## src/rtl/bpg_pkg.sv

```systemverilog
package bpg_pkg;

  // Grid subdivisions per triangle edge and coordinate width (signed Q16.16).
  localparam int SUBDIVISIONS = 8;
  localparam int COORD_WIDTH  = 32;

  // Fraction bits of a coordinate and of a weight.
  localparam int FRAC_BITS = 16;
  // A weight runs from 0 to 1.0 inclusive, so it needs one bit above the fraction.
  localparam int WEIGHT_W  = FRAC_BITS + 1;
  localparam logic [WEIGHT_W-1:0] WEIGHT_ONE = WEIGHT_W'(1 << FRAC_BITS);

  // Grid index width.
  localparam int INDEX_W = $clog2(SUBDIVISIONS + 1);

  // Floored product of a coordinate and a weight, and the sum of three of them.
  localparam int PROD_W = COORD_WIDTH + WEIGHT_W + 1 - FRAC_BITS;
  localparam int SUM_W  = PROD_W + 2;

  // Points emitted per triangle: the full grid less its three corners.
  localparam int POINT_COUNT = (SUBDIVISIONS + 1) * (SUBDIVISIONS + 2) / 2 - 3;
  localparam bit HAS_POINTS  = POINT_COUNT > 0;

  typedef logic [COORD_WIDTH-1:0] coord_t;
  typedef logic [WEIGHT_W-1:0]    weight_t;
  typedef logic [INDEX_W-1:0]     index_t;
  typedef logic [SUBDIVISIONS:0][WEIGHT_W-1:0] weight_tab_t;

  // One grid point leaving the sequencer: its three barycentric weights.
  typedef struct packed {
    logic    valid;
    logic    last;
    weight_t w0;
    weight_t w1;
    weight_t w2;
  } bpg_pt_t;

  // Control that travels alongside the lane data.
  typedef struct packed {
    logic valid;
    logic last;
  } bpg_ctl_t;

  // k / N in Q1.16, floored, for every grid index k.
  function automatic weight_tab_t build_weights();
    weight_tab_t tab;
    for (int k = 0; k <= SUBDIVISIONS; k++) begin
      tab[k] = WEIGHT_W'((k * (1 << FRAC_BITS)) / SUBDIVISIONS);
    end
    return tab;
  endfunction

  localparam weight_tab_t WEIGHT_TAB = build_weights();

endpackage

```

## src/rtl/triangle_barycentric_point_grid_unit.sv

```systemverilog
// Barycentric point grid over one triangle. Each accepted item is a triangle
// given as three vertices a, b and c in signed Q16.16. The unit returns the
// points (1-e-h)*a + e*b + h*c of a regular grid with SUBDIVISIONS steps per
// edge (e = i/N on the outer index, h = j/N on the inner index, j running
// fastest), leaving out the three corners, and raises last_point on the final
// point of the triangle. At the default of eight subdivisions a triangle
// yields 42 points. The grid sequencer issues one point per cycle while the
// output does not stall. Once the last point of a triangle is issued, the
// sequencer leaves its busy state and can take the next triangle, whose
// first point is issued in the same cycle that the triangle is taken, which
// keeps the output stream gapless. Three axis lanes, one each for x, y and
// z, multiply the coordinates by the Q1.16 weights (products floored toward
// minus infinity) and add them, and a merging stage clips each sum to the
// signed coordinate range and registers the point. A triangle's first point
// passes the sequencer's point register, the lane product and sum registers
// and the merge register. A stall on a valid output freezes the whole pipeline.
module triangle_barycentric_point_grid_unit (
  input  logic                               clk,
  input  logic                               rst,
  input  logic                               in_valid,
  output logic                               in_stall,
  input  logic [bpg_pkg::COORD_WIDTH-1:0]    a_x,
  input  logic [bpg_pkg::COORD_WIDTH-1:0]    a_y,
  input  logic [bpg_pkg::COORD_WIDTH-1:0]    a_z,
  input  logic [bpg_pkg::COORD_WIDTH-1:0]    b_x,
  input  logic [bpg_pkg::COORD_WIDTH-1:0]    b_y,
  input  logic [bpg_pkg::COORD_WIDTH-1:0]    b_z,
  input  logic [bpg_pkg::COORD_WIDTH-1:0]    c_x,
  input  logic [bpg_pkg::COORD_WIDTH-1:0]    c_y,
  input  logic [bpg_pkg::COORD_WIDTH-1:0]    c_z,
  output logic                               out_valid,
  input  logic                               out_stall,
  output logic [bpg_pkg::COORD_WIDTH-1:0]    pt_x,
  output logic [bpg_pkg::COORD_WIDTH-1:0]    pt_y,
  output logic [bpg_pkg::COORD_WIDTH-1:0]    pt_z,
  output logic                               last_point
);
  import bpg_pkg::*;

  // The pipeline moves whenever the output register is free or being drained.
  logic adv;

  logic [8:0][COORD_WIDTH-1:0] vin;
  logic [8:0][COORD_WIDTH-1:0] vtx;
  bpg_pt_t                     seq_pt;
  bpg_ctl_t                    ctl_mul, ctl_sum;
  logic [2:0][SUM_W-1:0]       lane_sum;
  logic [2:0][COORD_WIDTH-1:0] out_pt;

  assign adv = !(out_valid && out_stall);

  // The vertex store is laid out as a, b, c with x, y, z inside each vertex.
  assign vin = {c_z, c_y, c_x, b_z, b_y, b_x, a_z, a_y, a_x};

  bpg_seq u_seq (
    .clk      (clk),
    .rst      (rst),
    .adv      (adv),
    .in_valid (in_valid),
    .in_stall (in_stall),
    .vin      (vin),
    .vtx      (vtx),
    .pt       (seq_pt)
  );

  // Valid and last flags follow the lane data through its two stages.
  always_ff @(posedge clk) begin
    if (rst) begin
      ctl_mul <= '0;
      ctl_sum <= '0;
    end else if (adv) begin
      ctl_mul <= '{valid: seq_pt.valid, last: seq_pt.last};
      ctl_sum <= ctl_mul;
    end
  end

  for (genvar k = 0; k < 3; k++) begin : g_lane
    bpg_lane u_lane (
      .clk (clk),
      .adv (adv),
      .pt  (seq_pt),
      .ca  ($signed(vtx[k])),
      .cb  ($signed(vtx[3 + k])),
      .cc  ($signed(vtx[6 + k])),
      .sum (lane_sum[k])
    );
  end

  bpg_merge u_merge (
    .clk   (clk),
    .rst   (rst),
    .adv   (adv),
    .ctl   (ctl_sum),
    .sums  (lane_sum),
    .valid (out_valid),
    .pt    (out_pt),
    .last  (last_point)
  );

  assign pt_x = out_pt[0];
  assign pt_y = out_pt[1];
  assign pt_z = out_pt[2];

endmodule

```

## src/rtl/bpg_seq.sv

```systemverilog
module bpg_seq (
  input  logic                                 clk,
  input  logic                                 rst,
  input  logic                                 adv,
  input  logic                                 in_valid,
  output logic                                 in_stall,
  input  logic [8:0][bpg_pkg::COORD_WIDTH-1:0] vin,
  output logic [8:0][bpg_pkg::COORD_WIDTH-1:0] vtx,
  output bpg_pkg::bpg_pt_t                     pt
);
  import bpg_pkg::*;

  logic    busy, busy_next;
  index_t  row, row_next;
  index_t  col, col_next;
  bpg_pt_t pt_next;
  index_t  cur_i, cur_j;
  logic    accept, emit, cur_last;

  assign in_stall = busy || !adv;
  assign accept   = in_valid && !busy && adv;
  assign emit     = adv && (busy || (accept && HAS_POINTS));

  // An idle sequencer starts a new triangle at the first non-corner point (0,1).
  assign cur_i    = busy ? row : '0;
  assign cur_j    = busy ? col : index_t'(1);
  assign cur_last = (cur_i == index_t'(SUBDIVISIONS - 1)) && (cur_j == index_t'(1));

  always_comb begin
    busy_next = busy;
    row_next  = row;
    col_next  = col;
    pt_next   = pt;
    if (adv) begin
      pt_next.valid = emit;
      pt_next.last  = cur_last;
      pt_next.w1    = WEIGHT_TAB[cur_i];
      pt_next.w2    = WEIGHT_TAB[cur_j];
      pt_next.w0    = WEIGHT_ONE - WEIGHT_TAB[cur_i] - WEIGHT_TAB[cur_j];
      if (emit) begin
        busy_next = !cur_last;
        if (cur_i == '0 && cur_j == index_t'(SUBDIVISIONS - 1)) begin
          // The top corner of the first row is skipped.
          row_next = index_t'(1);
          col_next = '0;
        end else if (cur_j == index_t'(SUBDIVISIONS) - cur_i) begin
          row_next = cur_i + index_t'(1);
          col_next = '0;
        end else begin
          row_next = cur_i;
          col_next = cur_j + index_t'(1);
        end
      end
    end
  end

  always_ff @(posedge clk) begin
    if (rst) begin
      busy     <= 1'b0;
      row      <= '0;
      col      <= '0;
      pt.valid <= 1'b0;
    end else begin
      busy     <= busy_next;
      row      <= row_next;
      col      <= col_next;
      pt.valid <= pt_next.valid;
    end
    pt.last <= pt_next.last;
    pt.w0   <= pt_next.w0;
    pt.w1   <= pt_next.w1;
    pt.w2   <= pt_next.w2;
    if (accept) begin
      vtx <= vin;
    end
  end

  a_last_ends_run: assert property (@(posedge clk) disable iff (rst)
    (busy && adv && cur_last) |=> !busy)
    else $error("sequencer still busy after the last point");

  a_weights_sum_one: assert property (@(posedge clk) disable iff (rst)
    pt.valid |-> ((WEIGHT_W + 2)'(pt.w0) + (WEIGHT_W + 2)'(pt.w1) + (WEIGHT_W + 2)'(pt.w2)
                  == (WEIGHT_W + 2)'(WEIGHT_ONE)))
    else $error("barycentric weights do not sum to one");

  a_hold_on_stall: assert property (@(posedge clk) disable iff (rst)
    (pt.valid && !adv) |=> (pt.valid && $stable(pt)))
    else $error("grid point changed while the pipeline was held");

endmodule

```

## src/rtl/bpg_lane.sv

```systemverilog
module bpg_lane (
  input  logic                                  clk,
  input  logic                                  adv,
  input  bpg_pkg::bpg_pt_t                      pt,
  input  logic signed [bpg_pkg::COORD_WIDTH-1:0] ca,
  input  logic signed [bpg_pkg::COORD_WIDTH-1:0] cb,
  input  logic signed [bpg_pkg::COORD_WIDTH-1:0] cc,
  output logic signed [bpg_pkg::SUM_W-1:0]      sum
);
  import bpg_pkg::*;

  logic signed [COORD_WIDTH+WEIGHT_W:0] full_a, full_b, full_c;
  logic signed [PROD_W-1:0]             prod_a, prod_b, prod_c;

  // Each weight is non-negative, so it enters the signed multiply with a zero on top.
  assign full_a = ca * $signed({1'b0, pt.w0});
  assign full_b = cb * $signed({1'b0, pt.w1});
  assign full_c = cc * $signed({1'b0, pt.w2});

  // Dropping the fraction bits of a two's-complement product floors it.
  always_ff @(posedge clk) begin
    if (adv) begin
      prod_a <= full_a[COORD_WIDTH+WEIGHT_W:FRAC_BITS];
      prod_b <= full_b[COORD_WIDTH+WEIGHT_W:FRAC_BITS];
      prod_c <= full_c[COORD_WIDTH+WEIGHT_W:FRAC_BITS];
      sum    <= SUM_W'(prod_a) + SUM_W'(prod_b) + SUM_W'(prod_c);
    end
  end

endmodule

```

## src/rtl/bpg_merge.sv

```systemverilog
module bpg_merge (
  input  logic                                 clk,
  input  logic                                 rst,
  input  logic                                 adv,
  input  bpg_pkg::bpg_ctl_t                    ctl,
  input  logic [2:0][bpg_pkg::SUM_W-1:0]       sums,
  output logic                                 valid,
  output logic [2:0][bpg_pkg::COORD_WIDTH-1:0] pt,
  output logic                                 last
);
  import bpg_pkg::*;

  localparam logic signed [SUM_W-1:0] SAT_MAX =
    {{(SUM_W - COORD_WIDTH + 1){1'b0}}, {(COORD_WIDTH - 1){1'b1}}};
  localparam logic signed [SUM_W-1:0] SAT_MIN =
    {{(SUM_W - COORD_WIDTH + 1){1'b1}}, {(COORD_WIDTH - 1){1'b0}}};

  logic [2:0][COORD_WIDTH-1:0] clipped;

  always_comb begin
    for (int k = 0; k < 3; k++) begin
      if ($signed(sums[k]) > SAT_MAX) begin
        clipped[k] = SAT_MAX[COORD_WIDTH-1:0];
      end else if ($signed(sums[k]) < SAT_MIN) begin
        clipped[k] = SAT_MIN[COORD_WIDTH-1:0];
      end else begin
        clipped[k] = sums[k][COORD_WIDTH-1:0];
      end
    end
  end

  always_ff @(posedge clk) begin
    if (rst) begin
      valid <= 1'b0;
    end else if (adv) begin
      valid <= ctl.valid;
    end
  end

  always_ff @(posedge clk) begin
    if (adv) begin
      pt   <= clipped;
      last <= ctl.last;
    end
  end

endmodule

```

## config.mk

```make
export PLATFORM = sky130hd
export DESIGN_NAME = triangle_barycentric_point_grid_unit
export DESIGN_NICKNAME = d
export VERILOG_FILES = /design/src/rtl/bpg_pkg.sv /design/src/rtl/triangle_barycentric_point_grid_unit.sv /design/src/rtl/bpg_seq.sv /design/src/rtl/bpg_lane.sv /design/src/rtl/bpg_merge.sv
export SDC_FILE = /design/constraint.sdc
export NUM_CORES = 2
export LEC_CHECK = 0
export BUFFER_PORTS_ARGS = -buffer_cell sky130_fd_sc_hd__buf_2
export CORE_MARGIN = 2
export CORE_UTILIZATION = 53
export DETAILED_ROUTE_END_ITERATION = 12
export PLACE_DENSITY = 0.73
export RECOVER_POWER = 50
export SYNTH_ARGS = -nofsm -noshare
export SYNTH_HDL_FRONTEND = slang
export SYNTH_SLANG_ARGS = --single-unit
export TNS_END_PERCENT = 20
```

## constraint.sdc

```tcl
create_clock -name clk -period 19.1 [get_ports clk]
set_input_delay 0.955 -clock clk [delete_from_list [all_inputs] [get_ports clk]]
set_output_delay 0.955 -clock clk [all_outputs]
set_load 0.05 [all_outputs]
```

==> impl_metrics.csv <==
group,metric,value,unit
yosys,ys_top_cells_by_area,"edfxtp_1 28%, ha_1 26%, fa_1 16%, and2_1 8.1%, inv_1 4.4%",
cts,clk_pin_slew,0.06,ns
global_route,grt_max_degree,111,
power,switching_share,44.9,%
global_route,antenna_found_initial,17,
worst_setup_path,crit_chain,"and2_0 > clkinvlp_2 > and3_1 > buf_4 > buf_4",
floorplan,start_util,53.3,%
timing,max_slew_margin,-281,%
yosys,syn_area_per_cell,11.0,um^2
job,maxCapViolCount,7,
global_route,grt_pass1_wl,322,mm
cts,numCtsBuffers,96,
power,leakagePower,49.0,nW
cts,clockRootBuffer,"clkbuf_16",
timing,fmax,0.112,GHz
yosys,ys.flop_type,"edfxtp_1",
worst_setup_path,cp_common_cell,"buf_4",
power,seqPwrFrac,27.5,%
placement,hpwlAfterDp,163,mm
floorplan,die_h,411,um
cts,cts_tree,"done",
cts,clock_latency,0.77,ns
yosys,synth-edff-count,812,
worst_setup_path,cp_num_buf_inv,3,
worst_setup_path,cp-end-kind,"register",
worst_hold_path,hp-class,"in2reg",
power,max-vdd-ir-drop,0.121,mV
worst_hold_path,worst_hold_startpoint,"c_y[16]",
worst_setup_path,cp_data_required_time,19.47,ns
worst_setup_path,reg2reg_slack,10.19,ns
placement,pre_cts_slack,12.21,ns
timing,fin_skew,0.0420,ns
yosys,yosysTopAreaCellShare,27.7,%
yosys,synthCells,7994,
outcome,failed_checks,"DRC, capacitance limit, slew limit",
timing,setup_tns,0,ns
floorplan,core_area,0.165,mm^2
detailed_routing,drt_iter0_markers,3545,
yosys,syn_nets,10818,
global_route,grt_use_total,24.2,%
detailed_routing,vias,58333,
yosys,synth_top_area_cell,"edfxtp_1",
power,netSwitchingPower,0.00515,W
timing,period_needed,8.91,ns
detailed_routing,final_antenna_net_count,0,
cts,clkSinkCount,827,
power,p_int,0.00631,W
worst_hold_path,whs_path_depth,1,
timing,grt_setup_unrepaired,"no",
worst_setup_path,reg2reg_to,"u_seq.vtx[26]$_DFFE_PP_",
final_layout,drive_above_1_share,5.10,%
power,power_density,120,mW/mm^2
yosys,async_flop_share,0,%
global_route,grt-ovfl-total,0,
worst_setup_path,start_kind,"register",
worst_setup_path,reg2reg_from,"u_merge.valid$_SDFFE_PP0N_",
yosys,ys.warnings.count,0,
placement,gp_congestion,0.914,
final_layout,final_area,0.0952,mm^2
detailed_routing,drt-wirelength-per-cell,18.9,um
outcome,status,"complete, but fails checks",
yosys,syn_area,0.0880,mm^2
worst_setup_path,path_max_fanout,110,
timing,tightest_slew,5.68,ns
worst_setup_path,path_class,"reg2reg",
final_layout,num-nets-final,11158,
placement,placed_cell_area,0.0923,mm^2
floorplan,fp-row-count,149,
floorplan,fp.dieArea,0.169,mm^2
timing,finalMaxSlewViolations,447,
timing,hold_viol_final,0,
placement,portBuffers,390,
power,clockPowerShare,16.4,%
worst_setup_path,arrival,9.29,ns
detailed_routing,vias_per_cell,5.50,
timing,setup_ws,10.19,ns
cts,postCtsResizedCells,0,
floorplan,ios,391,
floorplan,die_w,411,um
detailed_routing,dr.pass1.iters,10,
final_layout,n_fill_cell,13911,
cts,ctsHoldBuffers,0,
power,p_comb_share,56.1,%
cts,cts_buffer_depth,3,
power,power.total,0.0115,W
timing,setup_viol,0,
worst_hold_path,worstHoldEndpoint,"u_seq.vtx[240]$_DFFE_PP_",
final_layout,area_delta_synth_final,8.18,%
detailed_routing,drt-total-wl,201,mm
yosys,ys_seq_area_share,28.0,%
yosys,synth_cell_types,94,
detailed_routing,drc,42,
cts,ctsHtreeMaxLevel,3,
worst_setup_path,reg2reg_depth,5,
yosys,synth-seq-cells,827,
worst_setup_path,slowest_delay,4.28,ns
cts,post_cts_buffers,0,
final_layout,fin_util,57.7,%
worst_setup_path,cp_top_family,"buffers and inverters",
worst_setup_path,slowest_stage,"clkinvlp_2",
timing,finalCritPeriodShare,46.7,%
global_route,grt_pass1_vias,59727,
-- synthesized netlist by cell type, types with 6 or more instances --
| library cell | instances |
|---|---|
| a311oi_1 | 6 |
| a21oi_1 | 311 |
| nor3b_1 | 6 |
| o21ai_0 | 142 |
| o211ai_1 | 33 |
| a221o_1 | 7 |
| o21bai_1 | 57 |
| dfxtp_1 | 15 |
| o31a_1 | 9 |
| ha_1 | 1842 |
| xor2_1 | 102 |
| and3_1 | 36 |
| a31oi_1 | 27 |
| nand2b_1 | 44 |
| a211oi_1 | 24 |
| a21o_1 | 178 |
| nor4_1 | 17 |
| inv_1 | 1032 |
| and2_1 | 1137 |
| nor2_1 | 220 |
| nand3_1 | 67 |
| o311ai_0 | 9 |
| a2111oi_0 | 11 |
| nand2_1 | 167 |
| or3_1 | 17 |
| o21a_1 | 161 |
| a211o_1 | 11 |
| a21boi_0 | 6 |
| a31o_2 | 6 |
| xnor2_1 | 276 |
| nor2b_1 | 52 |
| o21ai_1 | 35 |
| nand4_1 | 41 |
| edfxtp_1 | 812 |
| clkbuf_1 | 171 |
| or2_2 | 6 |
| nor3_1 | 66 |
| and4_1 | 15 |
| fa_1 | 690 |
| o31ai_1 | 13 |
-- power groups by stage --
stage | clock [W] | sequential, W | combinational, W
after floorplan | 0 | 0.00337 | 0.00415
after global placement | 0 | 0.00316 | 0.00626
after detailed placement | 0 | 0.00317 | 0.00634
after CTS | 0.00193 | 0.00314 | 0.00645
after global routing | 0.00199 | 0.00319 | 0.00719
final | 0.00188 | 0.00315 | 0.00643
-- cells in the final DEF (no fill, tap or decap), types with 24 or more instances in the layout --
| master | count |
|---|---|
| a211oi_1 | 24 |
| a21o_1 | 178 |
| a21oi_1 | 311 |
| a31oi_1 | 27 |
| and2_1 | 1134 |
| and3_1 | 36 |
| buf_2 | 207 |
| clkbuf_1 | 195 |
| clkbuf_16 | 97 |
| edfxtp_1 | 812 |
| fa_1 | 690 |
| ha_1 | 1842 |
| inv_1 | 1032 |
| nand2_1 | 167 |
| nand2b_1 | 44 |
| nand3_1 | 67 |
| nand4_1 | 41 |
| nor2_1 | 218 |
| nor2b_1 | 52 |
| nor3_1 | 66 |
| o211ai_1 | 33 |
| o21a_1 | 161 |
| o21ai_0 | 143 |
| o21ai_1 | 34 |
| o21bai_1 | 57 |
| xnor2_1 | 276 |
| xor2_1 | 102 |
-- flip-flops by register name, summed over array words and instances (netlist names), 14 cells and up --
register / flops
g_lane.u_lane.prod_a: 102
u_merge.pt: 96
u_seq.vtx: 288
u_seq.pt: 14
g_lane.u_lane.prod_b: 102
g_lane.u_lane.prod_c: 102
g_lane.u_lane.sum: 108
-- metrics by stage --
stage	std cells	hold WS [ns]
floorplan	7994	0.408
global placement	10425	0.418
detailed placement	10425	0.418
CTS	10601	0.301
global route	10601	0.326
finish	10605	0.359
-- area by class of cell --
cell class | instances | area [um^2] | area share [%]
Multi-Input combinational cell | 5961 | 58800 | 61.8
Sequential cell | 827 | 24700 | 25.9
Inverter | 1033 | 3880 | 4.07
Tap cell | 2189 | 2740 | 2.88
Clock buffer | 104 | 2450 | 2.58
Timing Repair Buffer | 415 | 1890 | 1.99
Clock inverter | 72 | 751 | 0.789
Antenna cell | 4 | 10.0 | 0.0105
-- metal layers --
layer  routed length, um  GRT usage (%)
met5                  13              0
met4                7730           8.65
met3                9450           2.77
met2               92200           39.3
met1               91500           33.5
-- cell families after synthesis --
family          after synthesis  synth area share [%]
compound gates             1135                  8.69
xor+xnor                    378                  3.76
fa+ha+maj                  2532                  41.9
buf+inv                    1206                  5.15
flops                       827                  28.0
mux                           5                0.0569
simple gates               1911                  12.4
-- worst max path at each step --
stage | startpoint | endpoint | cells after the start
finish | u_merge.valid$_SDFFE_PP0N_ | u_seq.vtx[26]$_DFFE_PP_ | 5
detailed placement | u_seq.pt[15]$_DFFE_PN_ | g_lane[2].u_lane.prod_c[31]$_DFFE_PN_ | 21
floorplan | out_stall | u_seq.vtx[0]$_DFFE_PP_ | 4
global placement | u_seq.pt[15]$_DFFE_PN_ | g_lane[2].u_lane.prod_c[31]$_DFFE_PN_ | 21
CTS | u_seq.pt[15]$_DFFE_PN_ | g_lane[2].u_lane.prod_c[31]$_DFFE_PN_ | 21
global route | u_merge.valid$_SDFFE_PP0N_ | u_seq.vtx[26]$_DFFE_PP_ | 5
Power figures use the tool's default switching activity.
